<file path="src/design/twc_pkg.sv">
package twc_pkg;

  localparam int ALPHABET = 52;
  localparam int CODE_W   = 6;
  localparam int LETTER_W = 8;

  localparam logic [CODE_W-1:0] LAST_CODE  = CODE_W'(ALPHABET - 1);
  localparam logic [CODE_W-1:0] LOWER_BASE = CODE_W'(26);

  localparam logic [LETTER_W-1:0] CHAR_UPPER_A = 8'h41;
  localparam logic [LETTER_W-1:0] CHAR_UPPER_Z = 8'h5A;
  localparam logic [LETTER_W-1:0] CHAR_LOWER_A = 8'h61;
  localparam logic [LETTER_W-1:0] CHAR_LOWER_Z = 8'h7A;

  // request modes
  localparam logic [1:0] MODE_INSERT = 2'd0;
  localparam logic [1:0] MODE_LOOKUP = 2'd1;
  localparam logic [1:0] MODE_CLEAR  = 2'd2;

  // result status
  localparam logic [1:0] ST_OK   = 2'd0;
  localparam logic [1:0] ST_FULL = 2'd1;
  localparam logic [1:0] ST_BAD  = 2'd2;

  // per-word failure record
  typedef enum logic [1:0] {
    FAIL_NONE = 2'd0,
    FAIL_FULL = 2'd1,
    FAIL_BAD  = 2'd2,
    FAIL_MISS = 2'd3
  } fail_t;

  typedef enum logic [3:0] {
    S_CLEAR = 4'b0001,
    S_IDLE  = 4'b0010,
    S_LOOK  = 4'b0100,
    S_COUNT = 4'b1000
  } state_t;

  // a missing lookup path reports ok with a zero count
  function automatic logic [1:0] status_of(input fail_t f);
    logic [1:0] s;
    s = ST_OK;
    if (f == FAIL_FULL) begin
      s = ST_FULL;
    end else if (f == FAIL_BAD) begin
      s = ST_BAD;
    end
    return s;
  endfunction

endpackage

</file>
<file path="src/design/twc_letter_map.sv">
module twc_letter_map (
  input  logic [twc_pkg::LETTER_W-1:0] letter,
  output logic [twc_pkg::CODE_W-1:0]   code,
  output logic                         valid
);

  logic is_upper;
  logic is_lower;
  logic [twc_pkg::LETTER_W-1:0] upper_off;
  logic [twc_pkg::LETTER_W-1:0] lower_off;

  assign is_upper  = (letter >= twc_pkg::CHAR_UPPER_A) && (letter <= twc_pkg::CHAR_UPPER_Z);
  assign is_lower  = (letter >= twc_pkg::CHAR_LOWER_A) && (letter <= twc_pkg::CHAR_LOWER_Z);
  assign upper_off = letter - twc_pkg::CHAR_UPPER_A;
  assign lower_off = letter - twc_pkg::CHAR_LOWER_A;

  always_comb begin
    code  = '0;
    valid = 1'b0;
    if (is_upper) begin
      code  = upper_off[twc_pkg::CODE_W-1:0];
      valid = 1'b1;
    end else if (is_lower) begin
      code  = lower_off[twc_pkg::CODE_W-1:0] + twc_pkg::LOWER_BASE;
      valid = 1'b1;
    end
  end

endmodule

</file>
<file path="config.mk">
export PLATFORM = sky130hd
export DESIGN_NAME = twc_letter_map
export DESIGN_NICKNAME = d
export VERILOG_FILES = /design/src/design/twc_pkg.sv /design/src/design/twc_letter_map.sv
export SDC_FILE = /design/constraint.sdc
export NUM_CORES = 1
export LEC_CHECK = 0
export BUFFER_PORTS_ARGS = -buffer_cell sky130_fd_sc_hd__buf_2
export CAP_MARGIN = 5
export CORE_MARGIN = 4
export CORE_UTILIZATION = 28
export DETAILED_ROUTE_END_ITERATION = 8
export SYNTH_ARGS = -nofsm -noshare
export SYNTH_HDL_FRONTEND = slang
export SYNTH_SLANG_ARGS = --single-unit
</file>
<file path="constraint.sdc">
create_clock -name vclk -period 2
set_input_delay 0.2 -clock vclk [all_inputs]
set_output_delay 0.2 -clock vclk [all_outputs]
set_load 0.05 [all_outputs]
</file>
==> results.sh, run 1 <==
export IMPL_cp_start_kind="primary input"
export IMPL_clockPowerShare=0
export IMPL_critPathMaxFanout=7
export IMPL_syn_instance_count=58
export IMPL_largest_vdd_supply_drop_uv=88.1
export IMPL_avgRoutedWirePerCell_microns=12.3
export IMPL_largest_net_degree_at_the_start_of_global_routing=14
export IMPL_num_vias=487
export IMPL_crit_buf_inv=3
export IMPL_detailedPlacementHpwl_microns=862
export IMPL_cp_end_kind="primary output"
export IMPL_number_of_buffer_cells_added_on_primary_ports=15
export IMPL_rsz0062_at_grt="false"
export IMPL_final_antenna_net_count=0
export IMPL_yosys_top_cells_area="ha_1 12%, a21oi_1 9.6%, a2111oi_4 6.6%"
export IMPL_drcViolationCount=0
export IMPL_boundaryPins=15
export IMPL_nFlopsAndLatches=0
export IMPL_drt_total_wl_mm=1.07
export IMPL_timing_final_max_slew_violations=0
export IMPL_num_clock_buffers=0
export IMPL_p_sw_frac=0.683
export IMPL_path_delay_family="compound AO/OA/AOI/OAI gates"
export IMPL_yosys_warnings=0
export IMPL_regArea_sq_um=0
export IMPL_n_antenna_cell=0
export IMPL_cts_hold_repair_buffers=0
export IMPL_cpMaxStageDelayCell="a221oi_2"
export IMPL_drive_gt1_frac=0.292
export IMPL_intPower_mw=0.0367
export IMPL_syn_num_nets=70
export IMPL_post_route_period_util=0.942
export IMPL_layout_nets=86
export IMPL_worstPathArrival_ns=1.68
export IMPL_route_detailed_vias_per_inst=5.60
export IMPL_fillers=157
export IMPL_fin_setup_tns_ns=0
export IMPL_vias_in_the_first_global_route=405
export IMPL_die_area_sq_um=2170
export IMPL_die_h_microns=46.6
export IMPL_synth_area_per_cell_sq_um=7.21
export IMPL_die_width_microns=46.6
export IMPL_yosys_cell_count_top_type="a21oi_1"
export IMPL_placed_cells_incl_taps=87
export IMPL_final_cells=87
export IMPL_timing_max_slew_rel_slack=0.737
export IMPL_synth_yosys_seq_area_share=0
export IMPL_worst_setup_path_endpoint="code[3]"
export IMPL_timing_critical_path_from="letter[0]"
export IMPL_drv_cap=0
export IMPL_post_route_worst_setup_slack_ns=0.116
export IMPL_power_share_combinational=1.000
export IMPL_antenna_found_initial=0
export IMPL_synth_cell_type_count=27
export IMPL_min_delay_path_class="in -> out"
export IMPL_power_per_standard_cell_area_nw_per_um2=231
export IMPL_synth_area_sq_um=418
export IMPL_worstSetupPathType="in -> out"
export IMPL_finalHoldViolations=0
export IMPL_outcome="complete, no violations"
export IMPL_period_minus_slack_ns=1.88
export IMPL_core_area_sq_um=1350
export IMPL_grt_overflow_total=0
export IMPL_maxClockFrequency_mhz=531
export IMPL_timing_critical_path_required_ns=1.80
export IMPL_finish_instance_area_sq_um=503
export IMPL_dp_worst_setup_slack_ns=0.111
export IMPL_finalPower_mw=0.116
export IMPL_grt_use_total=0.104
export IMPL_yosys_top_cells_count="8 x a21oi_1, 6 x nand2_1, 5 x inv_1"
export IMPL_post_synth_top_area_fraction=0.120
export IMPL_worst_path_largest_cell_delay_ns=0.34
export IMPL_tightest_slew_ns=0.394
export IMPL_seq_power_share=0
export IMPL_routability_driven_placement_congestion_ratio=0.759
export IMPL_power_net_switching_mw=0.0792
export IMPL_path_cells="buf_2 -> inv_1 -> ha_1 -> nor4b_4 -> a221oi_2 -> a21oi_1 -> a21oi_1 -> buf_2"
export IMPL_setup_viol=0
export IMPL_global_route_wire_length_before_repair_mm=1.77
export IMPL_drtPass1Iterations=4
export IMPL_synth_area_leader="ha_1"
export IMPL_worstSetupPathDepth=8
export IMPL_cellLeakagePower_nw=0.228
export IMPL_initialDrtViolationCount=17
export IMPL_initial_core_utilization=0.310
export IMPL_syn_to_final_growth_pct=20.4
export IMPL_post_dp_cell_area_sq_um=499
export IMPL_placement_row_count=13
area by class of cell:
type                            count  area, sq um  area share
Multi-Input combinational cell     50          375       0.746
Timing Repair Buffer               17         90.1       0.179
Tap cell                           15         18.8      0.0373
Inverter                            5         18.8      0.0373
worst min-delay path by stage:
stage               from      end  depth (start not counted)
5_1_grt        letter[0]  code[0]                          3
4_1_cts        letter[0]  code[0]                          3
3_3_place_gp   letter[0]  code[0]                          3
6_report       letter[0]  code[0]                          3
2_1_floorplan  letter[0]  code[0]                          1
3_5_place_dp   letter[0]  code[0]                          3
logic make-up after synthesis:
family | count (synthesis) | share of synthesized area
xor gates and xnor gates | 1 | 0.0210
adders and majority gates | 4 | 0.120
AOI/OAI and AO/OA | 22 | 0.404
buffers and inverters | 8 | 0.111
and+or+nand+nor | 23 | 0.344
metrics by stage:
step	util	hold slack (ns)
2_1_floorplan	-	0.575
3_3_place_gp	0.370	0.817
3_5_place_dp	0.370	0.819
4_1_cts	0.370	0.820
5_1_grt	0.373	0.850
6_report	0.373	0.818
placed cells by master (no fill, tap or decap):
master,netlist,final
o31ai_1,1,1
o21ai_1,2,1
xnor2_1,1,1
inv_1,5,5
a211oi_1,1,1
buf_4,0,2
o211ai_1,3,3
nor2_1,2,2
nand4_1,1,1
nor4b_4,1,1
a2111oi_4,1,1
a41oi_1,1,1
or3_1,2,2
o21ai_2,0,1
and3b_1,1,1
buf_2,1,15
nand3b_1,2,2
a221oi_2,1,1
nor3b_1,1,1
nand2b_1,1,1
a221o_1,1,1
nand2_1,6,6
o22ai_1,2,2
nor2b_1,3,3
ha_1,4,4
a21oi_1,8,8
nand3_1,3,3
a21o_1,1,1
repair_timing:
item | in CTS | in global routing
gates resized for setup | 0 | 1
endpoints found under the setup margin | 0 | 1
hold endpoints to repair | 0 | 0
buffers inserted | 0 | 0
routing by layer:
layer / global-route usage / share of wire
met5: 0 / 0
met4: 0 / 0
met3: 0 / 0.040
met2: 0.184 / 0.49
met1: 0.150 / 0.47
power by group through the flow:
stage	clock network [mW]	registers (mW)	logic (mW)
after floorplan	0	0	0.0832
after global placement	0	0	0.115
after detailed placement	0	0	0.115
after CTS	0	0	0.116
after global routing	0	0	0.126
final	0	0	0.116
worst min-delay path, cell delays in order:
cell and delay, ns:
buf_2 0.16, a21oi_1 0.05, buf_2 0.21
Note: power is estimated with default switching activity, not from simulation.
==> run 2, diff against run 1 <==
- CAP_MARGIN: 5 -> not set
- CORE_MARGIN: 4 -> 8
- TNS_END_PERCENT: not set -> 20
==> results.sh, run 2 (synthesis results as in run 1) <==
export IMPL_post_route_worst_setup_slack_ns=0.137
export IMPL_drt_total_wl_mm=1.32
export IMPL_initialDrtViolationCount=18
export IMPL_fin_setup_tns_ns=0
export IMPL_boundaryPins=15
export IMPL_num_vias=507
export IMPL_syn_to_final_growth_pct=22.2
export IMPL_number_of_buffer_cells_added_on_primary_ports=15
export IMPL_cp_start_kind="primary input"
export IMPL_timing_critical_path_required_ns=1.80
export IMPL_regArea_sq_um=0
export IMPL_worstSetupPathType="in -> out"
export IMPL_timing_max_slew_rel_slack=0.785
export IMPL_drive_gt1_frac=0.301
export IMPL_global_route_wire_length_before_repair_mm=2.18
export IMPL_timing_final_max_slew_violations=0
export IMPL_grt_overflow_total=0
export IMPL_dp_worst_setup_slack_ns=0.146
export IMPL_avgRoutedWirePerCell_microns=14.9
export IMPL_maxClockFrequency_mhz=537
export IMPL_layout_nets=87
export IMPL_seq_power_share=0
export IMPL_power_share_combinational=1.000
export IMPL_grt_use_total=0.0902
export IMPL_die_h_microns=54.6
export IMPL_worst_hold_path_endpoint="code[0]"
export IMPL_worstPathArrival_ns=1.66
export IMPL_wirelength_met1_microns=616
export IMPL_p_sw_frac=0.683
export IMPL_finalHoldViolations=0
export IMPL_route_detailed_vias_per_inst=5.70
export IMPL_nFlopsAndLatches=0
export IMPL_min_delay_path_class="in -> out"
export IMPL_tightest_slew_ns=0.323
export IMPL_cp_end_kind="primary output"
export IMPL_num_clock_buffers=0
export IMPL_power_per_standard_cell_area_nw_per_um2=237
export IMPL_most_common_layout_cells="15 x buf_2, 8 x a21oi_1, 6 x nand2_1"
export IMPL_layout_commonest_cell="buf_2"
export IMPL_critPathMaxFanout=6
export IMPL_cellLeakagePower_nw=0.233
export IMPL_power_net_switching_mw=0.0827
export IMPL_post_route_period_util=0.931
export IMPL_clockPowerShare=0
export IMPL_initial_core_utilization=0.287
export IMPL_n_antenna_cell=0
export IMPL_fillers=164
export IMPL_maxUsedRoutingLayer="met4"
export IMPL_largest_net_degree_at_the_start_of_global_routing=14
export IMPL_largest_vdd_supply_drop_uv=68.6
export IMPL_routed_length_on_met2_microns=603
export IMPL_drtPass1Iterations=4
export IMPL_core_area_sq_um=1450
export IMPL_intPower_mw=0.0383
export IMPL_dr_wl_met3_microns=92
export IMPL_whs_ns=0.956
export IMPL_die_area_sq_um=2980
export IMPL_holdCritStartpoint="letter[0]"
export IMPL_final_antenna_net_count=0
export IMPL_drcViolationCount=0
export IMPL_rsz0062_at_grt="false"
export IMPL_die_width_microns=54.6
export IMPL_outcome="complete, no violations"
export IMPL_drv_cap=0
export IMPL_hold_path_depth=4
export IMPL_multiInputGateArea_sq_um=374
export IMPL_placement_row_count=14
export IMPL_vias_in_the_first_global_route=485
export IMPL_period_minus_slack_ns=1.86
export IMPL_antenna_found_initial=0
export IMPL_routability_driven_placement_congestion_ratio=0.848
export IMPL_setup_viol=0
## run 2: cell types whose count changed in the layout (fill, tap and decap cells not counted)
cell / previous run / this run
buf_4: 2 / 3
nor2b_1: 3 / 2
nor2b_2: 0 / 1
o21ai_1: 1 / 2
o21ai_2: 1 / 0
## run 2: critical path, stage by stage
cell and delay, ns:
buf_2 0.16, inv_1 0.08, ha_1 0.22, nor4b_4 0.15
a221oi_2 0.27, a21oi_1 0.09, a21oi_1 0.18, buf_2 0.29
## run 2: repair_timing
action / in CTS / in global routing
endpoints found under the setup margin: 0 / 2
hold buffers: 0 / 0
setup buffers: 0 / 0
gates resized for setup: 0 / 1
## run 2: area by class of cell
class,count,share of cell area
inverters,5,0.0368
multi-input cells,50,0.733
well taps,16,0.0392
repair buffers,18,0.191
## run 2: per-layer routing
metal | vias to the layer above | global-route usage
met5 | - | 0
met4 | 0 | 0
met3 | 2 | 0.00815
met2 | 26 | 0.158
li1 | 249 | -
met1 | 230 | 0.122
## run 2: power groups by stage
stage	Combinational, mW	Sequential, mW	Clock (mW)
floorplan	0.0832	0	0
global placement	0.119	0	0
detailed placement	0.120	0	0
CTS	0.120	0	0
global route	0.131	0	0
finish	0.121	0	0
## run 2: how the worst max path moves through the flow
| stage | start | endpoint | cells past startpoint |
|---|---|---|---|
| 4_1_cts | letter[0] | code[5] | 8 |
| 2_1_floorplan | letter[3] | code[3] | 6 |
| 5_1_grt | letter[0] | code[2] | 7 |
| 6_report | letter[0] | code[3] | 8 |
| 3_5_place_dp | letter[0] | code[5] | 8 |
| 3_3_place_gp | letter[1] | code[3] | 8 |
## run 2: metrics by stage
stage	util	std cells	cell area (sq um)	power (mW)
floorplan	-	58	418	0.0832
global placement	0.349	89	508	0.119
detailed placement	0.349	89	508	0.120
CTS	0.349	89	508	0.120
global route	0.351	89	510	0.131
finish	0.351	89	510	0.121
==> run 3, diff against run 2 <==
- CELL_PAD_IN_SITES_DETAIL_PLACEMENT: not set -> 1
- CELL_PAD_IN_SITES_GLOBAL_PLACEMENT: not set -> 1
- PLACE_DENSITY: not set -> 0.65
==> results.sh, run 3 (synthesis results as in run 1) <==
export IMPL_outcome="complete, no violations"
export IMPL_worstSetupPathDepth=8
export IMPL_cp_end_kind="primary output"
export IMPL_num_vias=504
export IMPL_initial_core_utilization=0.287
export IMPL_finalHoldViolations=0
export IMPL_worstPathArrival_ns=1.65
export IMPL_drt_total_wl_mm=1.34
export IMPL_vias_in_the_first_global_route=463
export IMPL_detailedPlacementHpwl_mm=1.15
export IMPL_n_antenna_cell=0
export IMPL_nFlopsAndLatches=0
export IMPL_final_cells=91
export IMPL_avgRoutedWirePerCell_microns=14.7
export IMPL_final_antenna_net_count=0
export IMPL_worstSetupPathType="in -> out"
export IMPL_tightest_slew_ns=0.381
export IMPL_hold_path_depth=3
export IMPL_final_core_util=0.362
export IMPL_num_clock_buffers=0
export IMPL_die_h_microns=54.6
export IMPL_crit_buf_inv=3
export IMPL_worst_path_largest_cell_delay_ns=0.31
export IMPL_fin_setup_tns_ns=0
export IMPL_drv_cap=0
export IMPL_drtPass1Iterations=4
export IMPL_min_delay_path_class="in -> out"
export IMPL_cpMaxStageDelayCell="a221oi_2"
export IMPL_route_detailed_vias_per_inst=5.54
export IMPL_layout_commonest_cell="buf_2"
export IMPL_post_route_period_util=0.925
export IMPL_setup_viol=0
export IMPL_die_width_microns=54.6
export IMPL_routability_driven_placement_congestion_ratio=0.760
export IMPL_grt_overflow_total=0
export IMPL_critPathMaxFanout=6
export IMPL_drive_gt1_frac=0.320
export IMPL_period_minus_slack_ns=1.85
export IMPL_boundaryPins=15
export IMPL_antenna_found_initial=0
export IMPL_whs_ns=0.793
export IMPL_core_area_sq_um=1450
export IMPL_number_of_buffer_cells_added_on_primary_ports=15
export IMPL_cp_start_kind="primary input"
export IMPL_maxClockFrequency_mhz=540
export IMPL_path_delay_family="compound AO/OA/AOI/OAI gates"
export IMPL_most_common_layout_cells="15 x buf_2, 8 x a21oi_1, 6 x nand2_1"
export IMPL_regArea_sq_um=0
export IMPL_placed_cells_incl_taps=91
export IMPL_cts_hold_repair_buffers=0
export IMPL_initialDrtViolationCount=8
export IMPL_path_cells="buf_2 -> inv_1 -> ha_1 -> nor4b_4 -> a221oi_2 -> a21oi_1 -> a21oi_1 -> buf_2"
export IMPL_syn_to_final_growth_pct=26.0
export IMPL_rsz0062_at_grt="false"
export IMPL_placement_row_count=14
export IMPL_timing_critical_path_required_ns=1.80
export IMPL_largest_vdd_supply_drop_uv=63.9
export IMPL_cellLeakagePower_nw=0.242
export IMPL_largest_net_degree_at_the_start_of_global_routing=14
export IMPL_global_route_wire_length_before_repair_mm=2.13
export IMPL_power_per_standard_cell_area_nw_per_um2=233
export IMPL_layout_nets=89
export IMPL_die_area_sq_um=2980
export IMPL_timing_final_max_slew_violations=0
export IMPL_timing_max_slew_rel_slack=0.745
export IMPL_grt_use_total=0.0880
export IMPL_drcViolationCount=0
run 3: timing repair:
| action | 4_1_cts | 5_1_grt |
|---|---|---|
| endpoints found under the setup margin | 0 | 1 |
| resized for setup | 0 | 1 |
| setup buffers | 0 | 0 |
| endpoints found under the hold margin | 0 | 0 |
run 3: through the flow:
stage | power (mW) | setup slack [ns] | instance area (sq um)
detailed placement | 0.123 | 0.151 | 523
global route | 0.132 | 0.0209 | 527
finish | 0.123 | 0.150 | 527
floorplan | 0.0832 | 0.0190 | 418
global placement | 0.121 | 0.174 | 523
CTS | 0.123 | 0.146 | 523
run 3: path summary, 6_finish.rpt:
kind,start,to,slack [ns]
worst max-delay path,letter[0],code[3],0.15
worst min-delay path,letter[0],code[0],0.79
run 3: routing by layer:
metal | part of all wire | wire length, microns | track usage | up-vias
met2 | 0.51 | 682 | 0.160 | 5
met1 | 0.47 | 623 | 0.119 | 246
met4 | 0 | 0 | 0 | 0
met5 | 0 | 0 | 0 | -
met3 | 0.022 | 29 | 0 | 0
li1 | - | - | - | 253
run 3: final cells by class:
class                      instances  area [sq um]
tap                               16          20.0
timing repair buffer              20           113
multi-input combinational         50           375
inverter                           5          18.8
fill                             189           927
run 3: power by group:
| part | internal [mW] | switching [mW] | total [mW] |
|---|---|---|---|
| Clock | 0 | 0 | 0 |
| Combinational | 0.0405 | 0.0824 | 0.123 |
| Sequential | 0 | 0 | 0 |
